===== src/rtl/core/bsr_pkg.sv =====
// ----------------------------------------------------------------------------
// bsr_pkg
// Shared types and constants of the bilinear RGB565 scaler core.
// ----------------------------------------------------------------------------
`default_nettype none

package bsr_pkg;

    // Frame store geometry and fixed point format
    localparam int SRC_DEPTH = 262144;
    localparam int FRAC_BITS = 16;
    localparam int ADDR_W    = $clog2(SRC_DEPTH);

    // Field widths
    localparam int WIDTH_W = 11;
    localparam int STEP_W  = 26;
    localparam int COORD_W = 10;
    localparam int INDEX_W = 18;
    localparam int PIX_W   = 24;
    localparam int CFG_IDX_W = 2;

    // Derived arithmetic widths
    localparam int POS_W  = COORD_W + STEP_W;        // full Q position
    localparam int INT_W  = POS_W - FRAC_BITS;       // integer part
    localparam int PROD_W = INT_W + WIDTH_W;         // row * pitch
    localparam int IDX_W  = PROD_W + 2;              // neighbour index
    localparam int WGT_W  = 17;                      // weight 0..65536
    localparam int ACC_W  = 24;                      // 255 * 65536 fits
    localparam int QDEPTH = 4;
    localparam int QPTR_W = $clog2(QDEPTH);

    // Configuration register indexes
    typedef enum logic [CFG_IDX_W-1:0] {
        CFG_SRC_WIDTH = 2'd0,
        CFG_X_STEP    = 2'd1,
        CFG_Y_STEP    = 2'd2
    } t_cfg_idx;

    // Command passed from front to back
    typedef struct packed {
        logic                        is_fetch;
        logic                        oor;      // fetch beyond store, or load dropped
        logic [ADDR_W-1:0]           addr0;    // top-left (or load address)
        logic [ADDR_W-1:0]           addr2;    // bottom-left
        logic [PIX_W-1:0]            pix;
        logic [3:0][WGT_W-1:0]       wgt;      // w00, w01, w10, w11
    } t_cmd;

endpackage

`default_nettype wire


===== src/rtl/core/bsr_front.sv =====
// ----------------------------------------------------------------------------
// bsr_front
// Accepts beats, computes source position, neighbour indexes and weights.
// ----------------------------------------------------------------------------
`default_nettype none

module bsr_front (
    input  wire logic                        i_clk,
    input  wire logic                        i_rst_n,
    input  wire logic                        i_in_valid,
    output logic                             o_in_stall,
    input  wire logic                        i_req_type,
    input  wire logic [bsr_pkg::INDEX_W-1:0] i_src_index,
    input  wire logic [bsr_pkg::PIX_W-1:0]   i_pixel_rgb,
    input  wire logic [bsr_pkg::COORD_W-1:0] i_dst_x,
    input  wire logic [bsr_pkg::COORD_W-1:0] i_dst_y,
    input  wire logic [bsr_pkg::WIDTH_W-1:0] i_src_width,
    input  wire logic [bsr_pkg::STEP_W-1:0]  i_x_step,
    input  wire logic [bsr_pkg::STEP_W-1:0]  i_y_step,
    output logic                             o_cmd_valid,
    output bsr_pkg::t_cmd                    o_cmd,
    input  wire logic                        i_q_full
);
    import bsr_pkg::*;

    logic              adv;
    logic              r_v1, r_v2, r_v3;

    // stage 1: positions
    logic              r1_fetch;
    logic [INDEX_W-1:0] r1_index;
    logic [PIX_W-1:0]  r1_pix;
    logic [POS_W-1:0]  r1_px, r1_py;

    // stage 2: row offset, weights
    logic              r2_fetch;
    logic [INDEX_W-1:0] r2_index;
    logic [PIX_W-1:0]  r2_pix;
    logic [PROD_W-1:0] r2_prod;
    logic [INT_W-1:0]  r2_sx;
    logic [3:0][WGT_W-1:0] r2_wgt;

    // stage 3: finished command
    t_cmd              r3_cmd;

    logic [7:0]        fx, fy;
    logic [8:0]        gx, gy;
    logic [IDX_W-1:0]  idx0, idx2, idx3;
    t_cmd              n_cmd;

    // whole pipe moves unless the last stage is blocked by a full queue
    assign adv        = !(r_v3 && i_q_full);
    assign o_in_stall = !adv;

    always_ff @(posedge i_clk) begin
        if (!i_rst_n) begin
            r_v1 <= 1'b0;
            r_v2 <= 1'b0;
            r_v3 <= 1'b0;
        end else if (adv) begin
            r_v1 <= i_in_valid;
            r_v2 <= r_v1;
            r_v3 <= r_v2;
        end
    end

    // weight terms
    always_comb begin
        fx = r1_px[FRAC_BITS-1 -: 8];
        fy = r1_py[FRAC_BITS-1 -: 8];
        gx = 9'd256 - {1'b0, fx};
        gy = 9'd256 - {1'b0, fy};
    end

    // neighbour indexes and range check
    always_comb begin
        idx0 = IDX_W'(r2_prod) + IDX_W'(r2_sx);
        idx2 = idx0 + IDX_W'(i_src_width);
        idx3 = idx2 + IDX_W'(1);
        n_cmd.is_fetch = r2_fetch;
        n_cmd.pix      = r2_pix;
        n_cmd.wgt      = r2_wgt;
        n_cmd.addr2    = idx2[ADDR_W-1:0];
        if (r2_fetch) begin
            n_cmd.oor   = (idx3 >= IDX_W'(SRC_DEPTH));
            n_cmd.addr0 = idx0[ADDR_W-1:0];
        end else begin
            n_cmd.oor   = !(IDX_W'(r2_index) < IDX_W'(SRC_DEPTH));
            n_cmd.addr0 = ADDR_W'(r2_index);
        end
    end

    // payload stages
    always_ff @(posedge i_clk) begin
        if (adv) begin
            r1_fetch <= i_req_type;
            r1_index <= i_src_index;
            r1_pix   <= i_pixel_rgb;
            r1_px    <= POS_W'(i_dst_x) * POS_W'(i_x_step);
            r1_py    <= POS_W'(i_dst_y) * POS_W'(i_y_step);

            r2_fetch <= r1_fetch;
            r2_index <= r1_index;
            r2_pix   <= r1_pix;
            r2_prod  <= PROD_W'(r1_py[POS_W-1:FRAC_BITS]) * PROD_W'(i_src_width);
            r2_sx    <= r1_px[POS_W-1:FRAC_BITS];
            r2_wgt[0] <= WGT_W'(gx) * WGT_W'(gy);
            r2_wgt[1] <= WGT_W'(fx) * WGT_W'(gy);
            r2_wgt[2] <= WGT_W'(gx) * WGT_W'(fy);
            r2_wgt[3] <= WGT_W'(fx) * WGT_W'(fy);

            r3_cmd   <= n_cmd;
        end
    end

    assign o_cmd_valid = r_v3;
    assign o_cmd       = r3_cmd;

endmodule

`default_nettype wire


===== config.mk =====
export PLATFORM = sky130hd
export DESIGN_NAME = bsr_front
export DESIGN_NICKNAME = d
export VERILOG_FILES = /design/src/rtl/core/bsr_pkg.sv /design/src/rtl/core/bsr_front.sv
export SDC_FILE = /design/constraint.sdc
export NUM_CORES = 2
export LEC_CHECK = 0
export ABC_AREA = 1
export ABC_CLOCK_PERIOD_IN_PS = 12900
export BUFFER_PORTS_ARGS = -buffer_cell sky130_fd_sc_hd__buf_2
export CAP_MARGIN = 20
export CELL_PAD_IN_SITES_DETAIL_PLACEMENT = 1
export CELL_PAD_IN_SITES_GLOBAL_PLACEMENT = 2
export CORE_ASPECT_RATIO = 1.2
export CORE_UTILIZATION = 40
export CTS_CLUSTER_DIAMETER = 80
export DETAILED_ROUTE_END_ITERATION = 10
export PLACE_DENSITY = 0.91
export RECOVER_POWER = 100
export REMOVE_ABC_BUFFERS = 1
export SKIP_CTS_REPAIR_TIMING = 1
export SYNTH_ARGS = -nofsm -noshare
export SYNTH_HDL_FRONTEND = slang
export SYNTH_SLANG_ARGS = --single-unit

===== constraint.sdc =====
create_clock -name i_clk -period 12.9 [get_ports i_clk]
set_input_delay 0 -clock i_clk [delete_from_list [all_inputs] [get_ports i_clk]]
set_output_delay 0 -clock i_clk [all_outputs]
set_load 0.005 [all_outputs]

# Word-level counts from Yosys, hierarchy flattened
# Cells that the tools add are included.
[classes] n_addsub=5 mul=7 order_cmp=1 mux=1 n_reduce_logical=1
[op_table] op="$mul A10 B26 Y36" count=2
[op_table] op="$add A32 B11 Y33" count=1
[op_table] op="$add A33 B1 Y33 const B" count=1
[op_table] op="$ge A33 B19 Y1 const B" count=1
[op_table] op="$add A31 B20 Y32" count=1
[op_table] op="$mul A20 B11 Y31" count=1
[op_table] op="$mux W18" count=1
[op_table] op="$sub A9 B8 Y9 const A" count=2
[op_table] op="$mul A8 B9 Y17" count=1
[op_table] op="$mul A9 B8 Y17" count=1
[op_table] op="$mul A9 B9 Y17" count=1
[op_table] op="$mul A8 B8 Y16" count=1
[op_table] op="$logic_and A1 B1 Y1" count=1
[totals] reg_bits=408 input_bits=130 out_inout_bits=132 wordCells=41

# Logic depth before layout (Yosys ltp)
[depth] depth_word=4 ltp_mapped=33 depth_no_buf=33

# Worst setup path before layout
# Ideal clock, no wire load.
[synth_timing] path_kind="reg2reg" start="register r_v3 (netlist: o_cmd_valid)" end="register r_v2" setup_time_ps=173 arrival_time_ps=9919 slack_ps=2808 path_stages_with_launch=5 path_buffers=0 path_cell_list="dfxtp_1 -> nand2_1 -> inv_1 -> o21ai_0 -> a21oi_1"
[synth_via] elab_chain_cells=1
[synth_lines] item="start, declared" line="bsr_front.sv:27" text="logic r_v1, r_v2, r_v3;"
[synth_lines] item="start signal, assigned" line="bsr_front.sv:63" text="r_v3 <= r_v2;"
[synth_lines] item="$logic_and A1 B1 Y1" line="bsr_front.sv:52" text="assign adv = !(r_v3 && i_q_full);"
[synth_lines] item="net o_in_stall" line="bsr_front.sv:11" text="output logic o_in_stall,"
[synth_lines] item="end signal, assigned" line="bsr_front.sv:62" text="r_v2 <= r_v1;"
[synth_lines] item="end, declared" line="bsr_front.sv:27"
# The timed path passes the listed nets, and every way through them passes these cells.
# A chain may end at the register's enable or synchronous reset.

# Worst setup path in the final report
[layout_timing] start="register r_v3 (netlist: o_cmd_valid)" end="register r1_index[6] (enable)"
[layout_via] elab_chain_cells=1
[layout_lines] item="$logic_and A1 B1 Y1" line="bsr_front.sv:52"
[layout_lines] item="end signal, assigned" line="bsr_front.sv:97" text="r1_index <= i_src_index;"
[layout_lines] item="end, declared" line="bsr_front.sv:31" text="logic [INDEX_W-1:0] r1_index;"
# No other way between the ends.

==> results by group <==
Place
  – Port Buffers: 260
  – Dpl hpwl: ~110000 um
  – RD Place Congestion: a little under 0.9
  – Pre-CTS worst setup slack: between 6 and 7 ns

Routing
  – Iter 0 DRT Violations: between 1000 and 1500
  – Vias per cell: 4.90
  – WL/cell: around 18 um
  – Count of TritonRoute iterations in the first routing pass: 5
  – Post-DRT Antenna Nets: 0
  – Final WL: about 130000 um
  – Via count: around 35000
  – Drt drc: 0

Finish
  – Diodes inserted: 0
  – Layout cells sized above 1: 5.12%
  – Area Growth Syn to Fin: 8.85%
  – Fillcell total: about 14000
  – # nets final: 6821

CTS
  – Clk root buf: clkbuf_16
  – CTS H-tree lvls: 2
  – Number of clock sinks: approximately 390
  – CTS tree: built
  – Clock Tree Buf Depth: 3
  – Clock Latency Late Sink: 0.60 ns
  – CTS Buf Count: 40
  – CTS clk-pin slew, worst paths: about 0.060 ns

Timing
  – FMAX: roughly 120 MHz
  – Setup Skew: 0.0413 ns
  – WHS: 0.0758 ns
  – Setup TNS: 0 ns
  – Final worst slack: 4.86 ns
  – Min Tclk post-route: 8.04 ns
  – RSZ-0062 raised after global routing: no
  – Slew HR: -171%
  – Final Cycle Share: about 62%
  – Worst-Margin Slew: between 4 and 5 ns
  – Final Setup Violations: 0
  – Final Hold Vio Count: 0
  – Fin. max-slew vios: ~420

Floorplan
  – Core area: 0.118 mm2
  – Die height: between 300 and 400 um
  – Initial core utilization: between 40% and 50%
  – Die width: 316 um
  – Boundary Pins: roughly 260
  – Total die area: 0.120 mm2
  – Row cnt: approximately 140

Synthesis
  – XOR/XNOR Fraction of Synth Area: about 2.9%
  – Number of flops mapped to enable cells by yosys: between 300 and 400
  – Compound-Gate Fraction of Synth Area: under 10%
  – Multiplexer share of the synthesized area: 0%
  – Mapped Area: approximately 0.047 mm2
  – Most frequent cells after synthesis: nand2_1, inv_1, fa_1
  – Simple-gate portion of the synthesized area: 17.2%
  – Asr flop ratio synth: 0%
  – Top FF cell, synth: edfxtp_1
  – Post-synthesis cell type count: between 50 and 60
  – Ranking of synthesized cells by area: fa_1, edfxtp_1, nand2_1
  – Yosys top cell area share: 30.0%
  – Synth Warn #: 0
  – Number of synthesized register bits: 386
  – Register area share after synthesis: 24.4%
  – Synth Area in Adders: 40.1%
  – Most frequent cell after synthesis: nand2_1
  – Yosys top cell by area: fa_1
  – Largest family of logic cells by synthesized area: adder cells
  – Avg Inst Size Synth: about 8.8 um2
  – Post-synthesis instance total: 5420

Worst setup path
  – Most common cell on crit path: clkbuf_1
  – Worst r2r src: o_cmd_valid
  – CP max stage delay: 3.01 ns
  – R2R cell count: 3
  – Worst-path fanout max: 75
  – Critical R2R Capture: r1_index[6]
  – Slowest CP cell: clkbuf_1
  – CP startpoint: o_cmd_valid
  – CP Class: flop to flop
  – Crit. End Element: flop
  – Worst-path cell chain: nand2_1 > clkbuf_1 > clkbuf_1
  – Flop2flop setup slack: ~4.9 ns
  – Arrival time at the worst endpoint: 8.15 ns
  – CP required: between 10 and 15 ns
  – Worst setup SP type: flop

GRT
  – GRT Overall Usage: between 20% and 30%
  – First-pass GRT wire length: around 200000 um
  – Largest net degree at the start of global routing: 76
  – Total grt overflow: 0
  – Vias in the first global route: around 39000
  – Initial antenna violation count: 7

Outcome
  – Status: complete, but fails checks
  – Failing checks: capacitance limit, slew limit

Worst hold path
  – WHS Path Cells: 3
  – Hold Path Sink: r2_prod[0]
  – HP Class: primary input to flop
  – Worst hold start: i_src_width[0]

Job
  – Max cap viols: 7
critical path, delay by kind of cell (launching register included):
kind	cells	cell delay [ns]
buffers and inverters	2	5.90
and+or+nand+nor	1	1.20
DFF	1	0.31
through the flow:
stage                     instance area, um2  utilization (%)  std cells
after global routing                   51700             43.9       7166
after floorplan                        46700                -       5231
after CTS                              51500             43.7       7120
final                                  51700             43.9       7166
after global placement                 50100             42.5       7047
after detailed placement               50100             42.5       7047
cells in the final DEF, fill, tap and decap left out, drive strengths merged, types with 132 or more instances in the layout:
cell,netlist,final
nor2,256,256
inv,1294,1299
clkbuf,166,179
nand3,132,132
nand2,1519,1519
edfxtp,383,383
ha,386,386
buf,23,143
fa,710,710
a21oi,158,158
sequential cells by signal, summed over array words and instances, names as in the netlist, 20 cells and up:
| name | count |
|---|---|
| o_cmd | 126 |
| n_cmd | 64 |
| r2_prod | 31 |
| r1_px | 28 |
| r1_py | 28 |
| r1_pix | 24 |
| r2_pix | 24 |
| r2_sx | 20 |
kinds of logic (layout without fill, tap and decap cells):
group | after synthesis | count (layout)
other | 1 | 1
XOR/XNOR | 155 | 155
adder cells (fa/ha/maj) | 1096 | 1096
AND/OR/NAND/NOR | 1982 | 1982
buffers and inverters | 1493 | 1699
flip-flops | 386 | 386
AO/OA/AOI/OAI | 307 | 307
worst max path at each step:
stage	cells past startpoint	end	slack, ns
global route	3	r1_index[6]	3.90
detailed placement	24	n_cmd[32]	6.22
floorplan	4	r_v2	2.81
finish	3	r1_index[6]	4.86
global placement	29	n_cmd[50]	6.46
CTS	24	n_cmd[32]	6.02
layout make-up:
type	instances	area [um2]	share of cell area, %
Inverter	1304	4890	9.48
Timing Repair Buffer	322	1710	3.30
Tap cell	1540	1930	3.73
Sequential cell	386	11600	22.4
Clock inverter	27	354	0.686
Clock buffer	46	1020	1.98
Multi-Input combinational cell	3541	30200	58.4
routing by layer:
layer	share of wire, %	track usage, %
met5	0.036	0
met4	2.2	5.04
met3	3.4	1.86
met2	51	39.6
met1	43	27.7
Power is left out: the tool's default activity adds up to more than one toggle a clock period on the data nets, which glitch-free logic cannot reach.
