<file path="src/rtl/core/bsr_pkg.sv">
// ----------------------------------------------------------------------------
// bsr_pkg
// Shared types and constants of the bilinear RGB565 scaler core.
// ----------------------------------------------------------------------------
`default_nettype none

package bsr_pkg;

    // Frame store geometry and fixed point format
    localparam int SRC_DEPTH = 262144;
    localparam int FRAC_BITS = 16;
    localparam int ADDR_W    = $clog2(SRC_DEPTH);

    // Field widths
    localparam int WIDTH_W = 11;
    localparam int STEP_W  = 26;
    localparam int COORD_W = 10;
    localparam int INDEX_W = 18;
    localparam int PIX_W   = 24;
    localparam int CFG_IDX_W = 2;

    // Derived arithmetic widths
    localparam int POS_W  = COORD_W + STEP_W;        // full Q position
    localparam int INT_W  = POS_W - FRAC_BITS;       // integer part
    localparam int PROD_W = INT_W + WIDTH_W;         // row * pitch
    localparam int IDX_W  = PROD_W + 2;              // neighbour index
    localparam int WGT_W  = 17;                      // weight 0..65536
    localparam int ACC_W  = 24;                      // 255 * 65536 fits
    localparam int QDEPTH = 4;
    localparam int QPTR_W = $clog2(QDEPTH);

    // Configuration register indexes
    typedef enum logic [CFG_IDX_W-1:0] {
        CFG_SRC_WIDTH = 2'd0,
        CFG_X_STEP    = 2'd1,
        CFG_Y_STEP    = 2'd2
    } t_cfg_idx;

    // Command passed from front to back
    typedef struct packed {
        logic                        is_fetch;
        logic                        oor;      // fetch beyond store, or load dropped
        logic [ADDR_W-1:0]           addr0;    // top-left (or load address)
        logic [ADDR_W-1:0]           addr2;    // bottom-left
        logic [PIX_W-1:0]            pix;
        logic [3:0][WGT_W-1:0]       wgt;      // w00, w01, w10, w11
    } t_cmd;

endpackage

`default_nettype wire

</file>
<file path="src/rtl/core/bsr_queue.sv">
// ----------------------------------------------------------------------------
// bsr_queue
// Short command queue decoupling the front pipe from the back end.
// ----------------------------------------------------------------------------
`default_nettype none

module bsr_queue (
    input  wire logic           i_clk,
    input  wire logic           i_rst_n,
    input  wire logic           i_push,
    input  wire bsr_pkg::t_cmd  i_cmd,
    output logic                o_full,
    input  wire logic           i_pop,
    output logic                o_empty,
    output bsr_pkg::t_cmd       o_head
);
    import bsr_pkg::*;

    t_cmd              r_mem [QDEPTH];
    logic [QPTR_W-1:0] r_wp, r_rp;
    logic [QPTR_W:0]   r_cnt;

    assign o_full  = (r_cnt == (QPTR_W+1)'(QDEPTH));
    assign o_empty = (r_cnt == '0);
    assign o_head  = r_mem[r_rp];

    // pointers and fill count
    always_ff @(posedge i_clk) begin
        if (!i_rst_n) begin
            r_wp  <= '0;
            r_rp  <= '0;
            r_cnt <= '0;
        end else begin
            if (i_push) r_wp <= r_wp + 1'b1;
            if (i_pop)  r_rp <= r_rp + 1'b1;
            if (i_push && !i_pop)      r_cnt <= r_cnt + 1'b1;
            else if (!i_push && i_pop) r_cnt <= r_cnt - 1'b1;
        end
    end

    // entry storage
    always_ff @(posedge i_clk) begin
        if (i_push) r_mem[r_wp] <= i_cmd;
    end

endmodule

`default_nettype wire

</file>
<file path="config.mk">
export PLATFORM = sky130hd
export DESIGN_NAME = bsr_queue
export DESIGN_NICKNAME = d
export VERILOG_FILES = /design/src/rtl/core/bsr_pkg.sv /design/src/rtl/core/bsr_queue.sv
export SDC_FILE = /design/constraint.sdc
export NUM_CORES = 1
export LEC_CHECK = 0
export ABC_AREA = 0
export BUFFER_PORTS_ARGS = -buffer_cell sky130_fd_sc_hd__buf_2
export CORE_MARGIN = 5
export CORE_UTILIZATION = 31
export CTS_CLUSTER_DIAMETER = 30
export DETAILED_ROUTE_END_ITERATION = 6
export SLEW_MARGIN = 20
export SYNTH_ARGS = -nofsm -noshare
export SYNTH_HDL_FRONTEND = slang
export SYNTH_SLANG_ARGS = --single-unit
</file>
<file path="constraint.sdc">
create_clock -name i_clk -period 4.9 [get_ports i_clk]
set_input_delay 0.245 -clock i_clk [delete_from_list [all_inputs] [get_ports i_clk]]
set_output_delay 0.245 -clock i_clk [all_outputs]
set_load 0.02 [all_outputs]
</file>
### Word level (Yosys, flattened, before mapping)

Memory sizes are Yosys's and may differ from the RTL's. A register that Yosys moved wholly into a read port is not among the register bits.
Index checks and enable logic that the tools add are counted.

* RAM bits: 520
* memories: 1
* bits in registers: 7

* eq/ne operators: 1
* reduce and logical (&&, ||, !) cells: 6
* add/subtract/negate cells: 4
* multiplexer cells: 6

Memory list
* r_mem: words 4, bits a word 130, read ports 1, clocked after Yosys merged registers in 1, write ports 1, line bsr_queue.sv:19 `t_cmd r_mem [QDEPTH];`

Operators by type and width (number)
* 2-to-1 mux 3 bit: 2
* adder 2 x 1 -> 2 bit (second input constant): 2
* 2-to-1 mux 2 bit: 2
* adder 3 x 1 -> 3 bit (second input constant): 1
* equality test 3 bit (second input constant): 1
* zero test 3 bit: 1
* subtractor 3 x 1 -> 3 bit (second input constant): 1
* logical AND 1 bit: 2
* zero test 1 bit: 2
* 2-to-1 mux 1 bit: 2
* nonzero test 2 bit: 1

### Logic depth before layout (Yosys ltp)

Gate-level depths: netlist of run 1.

* word-level depth: 4
* mapped depth: 7

### Least setup slack after synthesis of run 1

Ideal clock, no wire load.

* path type: register -> register
* start point: register r_wp[0]
* end point: memory r_mem[0][0] (netlist bit), enable pin
* cell stages (with the launch flop): 4
* clock period less this slack: 4.027 ns
* data arrival time: 3.523 ns
* path slack: 0.873 ns
* path buffers: 0
* cell sequence: dfxtp_1 > inv_1 > ha_1 > and2_1

RTL lines
* start, declared: line bsr_queue.sv:20 `logic [QPTR_W-1:0] r_wp, r_rp;`
* start signal, assigned: line bsr_queue.sv:34 `if (i_push) r_wp <= r_wp + 1'b1;`
* end, declared: line bsr_queue.sv:19

No word-level cell before the write port.

==> results of run 1 <==
[cell type report]
cell class	instances	area share
clock buffers	123	0.102
repair buffers	414	0.109
multi-input cells	160	0.121
well taps	837	0.0398
inverters	4	0.000571
flip-flops and latches	529	0.601
clock inverters	64	0.0261
[cells in the mapped netlist, drive strengths merged]
master	number
or3	1
nor3b	1
mux4	130
inv	4
xnor2	2
nor3	1
nor2b	2
and2	9
a21boi	1
o21ai	1
nand2	1
clkbuf	1
buf	28
ha	5
xor2	3
mux2i	2
edfxtp	520
fa	1
dfxtp	9
[stage by stage]
step           setup WS (ps)  hold WS, ps  power (mW)
2_1_floorplan            873          344        6.08
3_3_place_gp            2420          456        6.44
3_5_place_dp            2430          460        6.46
4_1_cts                 1740          318        13.3
5_1_grt                 1640          349        13.6
6_report                1900          375        13.1
[critical path: cells and delay by family (launching register included)]
family | cells | cell delay (ps)
flops | 1 | 910
mux | 1 | 580
buf+inv | 2 | 570
[report_power, final]
group / internal (mW) / switching [mW]
Clock: 4.50 / 2.16
Combinational: 0.500 / 0.657
Sequential: 5.22 / 0.0727
Total: 10.2 / 2.89
[flip-flops by register name, summed over array words and instances, names as in the netlist, named ones only]
name and flops:
r_cnt 3, r_mem 520, r_rp 2, r_wp 2
[per-layer routing]
| metal | share of wire | track usage |
|---|---|---|
| met1 | 0.40 | 0.142 |
| met2 | 0.51 | 0.202 |
| met3 | 0.072 | 0.0416 |
| met4 | 0.017 | 0.0432 |
| met5 | 0 | 0 |
[cells by family after synthesis]
family	count (synthesis)	share of synthesized area
muxes	132	0.153
and+or+nand+nor	15	0.00473
DFF	529	0.818
adders and majority gates	6	0.00428
xor gates and xnor gates	5	0.00227
buffers and inverters	33	0.0173
AOI/OAI and AO/OA	2	0.000648
[repair_timing]
item | in CTS | in global routing
hold endpoints to repair | 529 | 0
hold buffers | 134 | 0
endpoints found under the setup margin | 0 | 0
[final timing paths]
path / cells past startpoint / startpoint / endpoint / slack, ps
setup / recovery: 3 / flip-flop / o_head[111] / 1900
hold / removal: 2 / i_cmd[8] / r_mem[2][8]$_DFFE_PP_ / 370
setup reg to reg: 4 / r_wp[0]$_SDFFE_PN0P_ / r_mem[0][41]$_DFFE_PP_ / 2840
hold reg to reg: 2 / r_cnt[2]$_SDFFE_PN0P_ / r_cnt[2]$_SDFFE_PN0P_ / 520
==> reports/qor.csv, run 1 <==
metric;value;unit
Avg Cell Area, Syn;26.7;um^2
multi-input logic area;0.00319;mm^2
CP arrival;2760;ps
Max Root-Sink Buffers;3;
Post-DRT Antenna Nets;0;
# nets final;1351;
crit path time final;3000;ps
# diodes;0;
post-synthesis sequential area ratio;0.818;
share of layout cells above drive strength 1;0.440;
I/O pins;266;
slew margin rel.;0.422;
routability cong.;0.684;
leakage power;9.04;nW
min-delay worst type;primary input to flip-flop;
delay of the slowest critical-path stage;910;ps
synthesis-to-layout area growth;36.2;%
number of global-route vias before repair;10800;
RSZ-0062 raised after global routing;false;
fin crit share;0.613;
Synth area leaders;edfxtp_1 (81%), mux4_2 (15%), buf_12 (1.1%);
FMAX;333;MHz
# H-tree levels;3;
initial antenna violation count;0;
DRC violations left;0;
initial core utilization;0.313;
cell area after synthesis;0.0193;mm^2
yosys warns;0;
max-slew violation count;0;
largest net degree at the start of global routing;71;
final core utilization;0.426;
first-pass GRT wire length;61.9;mm
Worst-path clk slew;50;ps
vias per cell;4.41;
Worst EP required;4660;ps
root cell of the clock tree;clkbuf_16;
Placed Area;0.0216;mm^2
Fin Clk Skew;20.1;ps
Fin Setup TNS;0;ps
area leader, netlist;edfxtp_1;
Netlist cell types;23;
critical path launch point type;flip-flop;
Die Ht;260;um
HPWL Detailed;22.9;mm
Worst-Margin Slew;868;ps
Max IR drop VDD;0.374;mV
DRT iter0 DRCs;553;
total track usage;0.119;
worst skew pair latency;620;ps
final setup violation count;0;
WL per Instance;19.0;um
CP max FO;40;
synthesized flop and latch total;529;
TritonCTS Buffers;102;
cts repair resizes;0;
DRT Wirelength;40.4;mm
Final Hold Fails;0;
crit end category;primary output;
Site Rows;91;
grt ovf;0;
placed insts;1810;
syn nets;862;
PortBufs;265;
Core Box Area;0.0617;mm^2
Die W;260;um
final std cells w/o fill;2131;
Power Dens Cells;498;mW/mm^2
most common cell after layout, fill and taps aside;edfxtp_1;
Syn Inst Count;722;
post-route cell area;0.0263;mm^2
outcome;complete, no violations;
postcts setup bufs;0;
CTS tree;yes;
DRT Pass-1 Iters;4;
max cap viols;0;
routed vias;9397;
critical path class;flip-flop to primary output;
Seq. cell area;0.0158;mm^2
TritonCTS Sinks;529;
Die ar.;0.0674;mm^2
top-area cell type share of the netlist area;0.809;
CP max stage cell;dfxtp_4;
commonest cells after routing, fill and taps aside;edfxtp_1 (520), buf_2 (265), dlygate4sd3_1 (134);
fill count;5362;
crit-path cells;buf_12 > mux4_2 > buf_2;
Power figures use the tool's default switching activity.
==> run 2: changes to the inputs <==
- clock period: 4.9 -> 2.5 ns (I/O delays scaled with it)
==> reports/qor.csv, run 2 (synthesized netlist as in run 1, its figures left out) <==
metric;value;unit
max-slew violation count;0;
worst skew pair latency;620;ps
switching part of the total power;0.222;
Max IR drop VDD;0.721;mV
Final Hold Fails;0;
min-delay worst type;primary input to flip-flop;
FMAX;430;MHz
Max Root-Sink Buffers;3;
crit path time final;2320;ps
CP max stage cell;mux4_2;
register bank with the most flops;r_mem;
CTS tree;yes;
initial core utilization;0.313;
R2R cell count;4;
PortBufs;265;
first-pass GRT wire length;64.2;mm
outcome;complete, no violations;
DRT Pass-1 Iters;5;
Worst EP required;2380;ps
P_sw;5.99;mW
most common cell after layout, fill and taps aside;edfxtp_1;
leakage power;9.26;nW
cell-internal power;21.0;mW
Top delay family on crit path;multiplexers;
# H-tree levels;3;
crit-path cells;buf_12 > mux4_2 > buf_2;
DRC violations left;0;
final setup violation count;0;
Die W;260;um
total track usage;0.125;
Core Box Area;0.0617;mm^2
Power Dens Cells;1010;mW/mm^2
final std cells w/o fill;2152;
top flop regs;r_mem (520), r_cnt (3);
DRT iter0 DRCs;441;
routability cong.;0.685;
cts repair resizes;0;
max FFs per register;520;
delay of the slowest critical-path stage;570;ps
crit end category;primary output;
sequential power share;0.383;
combinational power share;0.087;
hold depth;2;
hold path start;i_cmd[79];
multi-input logic area;0.00319;mm^2
routed vias;9544;
Reg-to-Reg Start;r_wp[0]$_SDFFE_PN0P_;
postcts setup bufs;0;
# nets final;1363;
R2R setup slack;770;ps
HPWL Detailed;24.3;mm
I/O pins;266;
Post-CTS Hold Fix Bufs;134;
worst hold slack;246;ps
Post-DRT Antenna Nets;0;
critical path class;flip-flop to primary output;
Placed Area;0.0217;mm^2
WL per Instance;19.7;um
WP buf/inv;2;
Fin Setup TNS;0;ps
synthesis-to-layout area growth;38.8;%
clock share of power;0.530;
Hold EP;r_mem[2][79]$_DFFE_PP_;
share of layout cells above drive strength 1;0.455;
TritonCTS Buffers;106;
root cell of the clock tree;clkbuf_16;
post-route cell area;0.0268;mm^2
number of global-route vias before repair;10800;
critical path launch point type;flip-flop;
vias per cell;4.43;
fin crit share;0.929;
CP arrival;2200;ps
Site Rows;91;
grt ovf;0;
Die Ht;260;um
largest net degree at the start of global routing;101;
RSZ-0062 raised after global routing;false;
Worst-Margin Slew;678;ps
DRT Wirelength;42.3;mm
placed insts;1818;
Seq. cell area;0.0158;mm^2
slew margin rel.;0.548;
commonest cells after routing, fill and taps aside;edfxtp_1 (520), buf_2 (265), dlygate4sd3_1 (134);
reg2reg end;r_mem[2][46]$_DFFE_PP_;
CP max FO;42;
max cap viols;0;
Worst-path clk slew;50;ps
Fin Clk Skew;13.3;ps
TritonCTS Sinks;529;
fill count;5375;
Die ar.;0.0674;mm^2
initial antenna violation count;3;
run 2: how the worst max path moves through the flow:
stage | startpoint | to | slack, ps | depth (start not counted)
2_1_floorplan | r_wp[0]$_SDFFE_PN0P_ | r_mem[2][0]$_DFFE_PP_ | 590 | 3
3_3_place_gp | r_wp[0]$_SDFFE_PN0P_ | r_mem[2][98]$_DFFE_PP_ | 750 | 4
3_5_place_dp | r_wp[0]$_SDFFE_PN0P_ | r_mem[2][97]$_DFFE_PP_ | 730 | 4
4_1_cts | flip-flop | o_head[67] | 70 | 3
5_1_grt | flip-flop | o_head[114] | 30 | 3
6_report | flip-flop | o_head[3] | 180 | 3
run 2: power by group through the flow:
stage / Sequential, mW / Combinational [mW] / Clock, mW
3_3_place_gp: 10.5 / 2.21 / 0
4_1_cts: 10.3 / 2.42 / 14.6
6_report: 10.3 / 2.35 / 14.3
3_5_place_dp: 10.5 / 2.23 / 0
2_1_floorplan: 10.4 / 1.43 / 0
5_1_grt: 10.4 / 2.52 / 15.1
run 2: worst reg2reg max path: stages, from the launching register on:
cell and delay (ps):
dfxtp_1 340, inv_1 100, ha_1 140, and2_4 440
buf_4 380
run 2: layout make-up:
class	count	area share
antenna	2	0.000187
clock buffer	121	0.104
clock inverter	77	0.0346
inverter	4	0.000560
multi-input combinational	160	0.119
sequential	529	0.590
tap	837	0.0391
timing repair buffer	422	0.113
run 2: through the flow:
step / power [mW] / setup WS [ps] / utilization
2_1_floorplan: 11.9 / 592 / -
3_3_place_gp: 12.7 / 748 / 0.352
3_5_place_dp: 12.7 / 727 / 0.352
4_1_cts: 27.4 / 71.5 / 0.434
5_1_grt: 28.0 / 27.9 / 0.434
6_report: 27.0 / 177 / 0.434
run 2: per-layer routing:
layer | track usage | vias up | wire [um]
met4 | 0.0467 | 2 | 1040
met1 | 0.157 | 4991 | 17600
met5 | 0 | - | 13
li1 | - | 4194 | -
met2 | 0.204 | 276 | 20900
met3 | 0.0402 | 81 | 2750
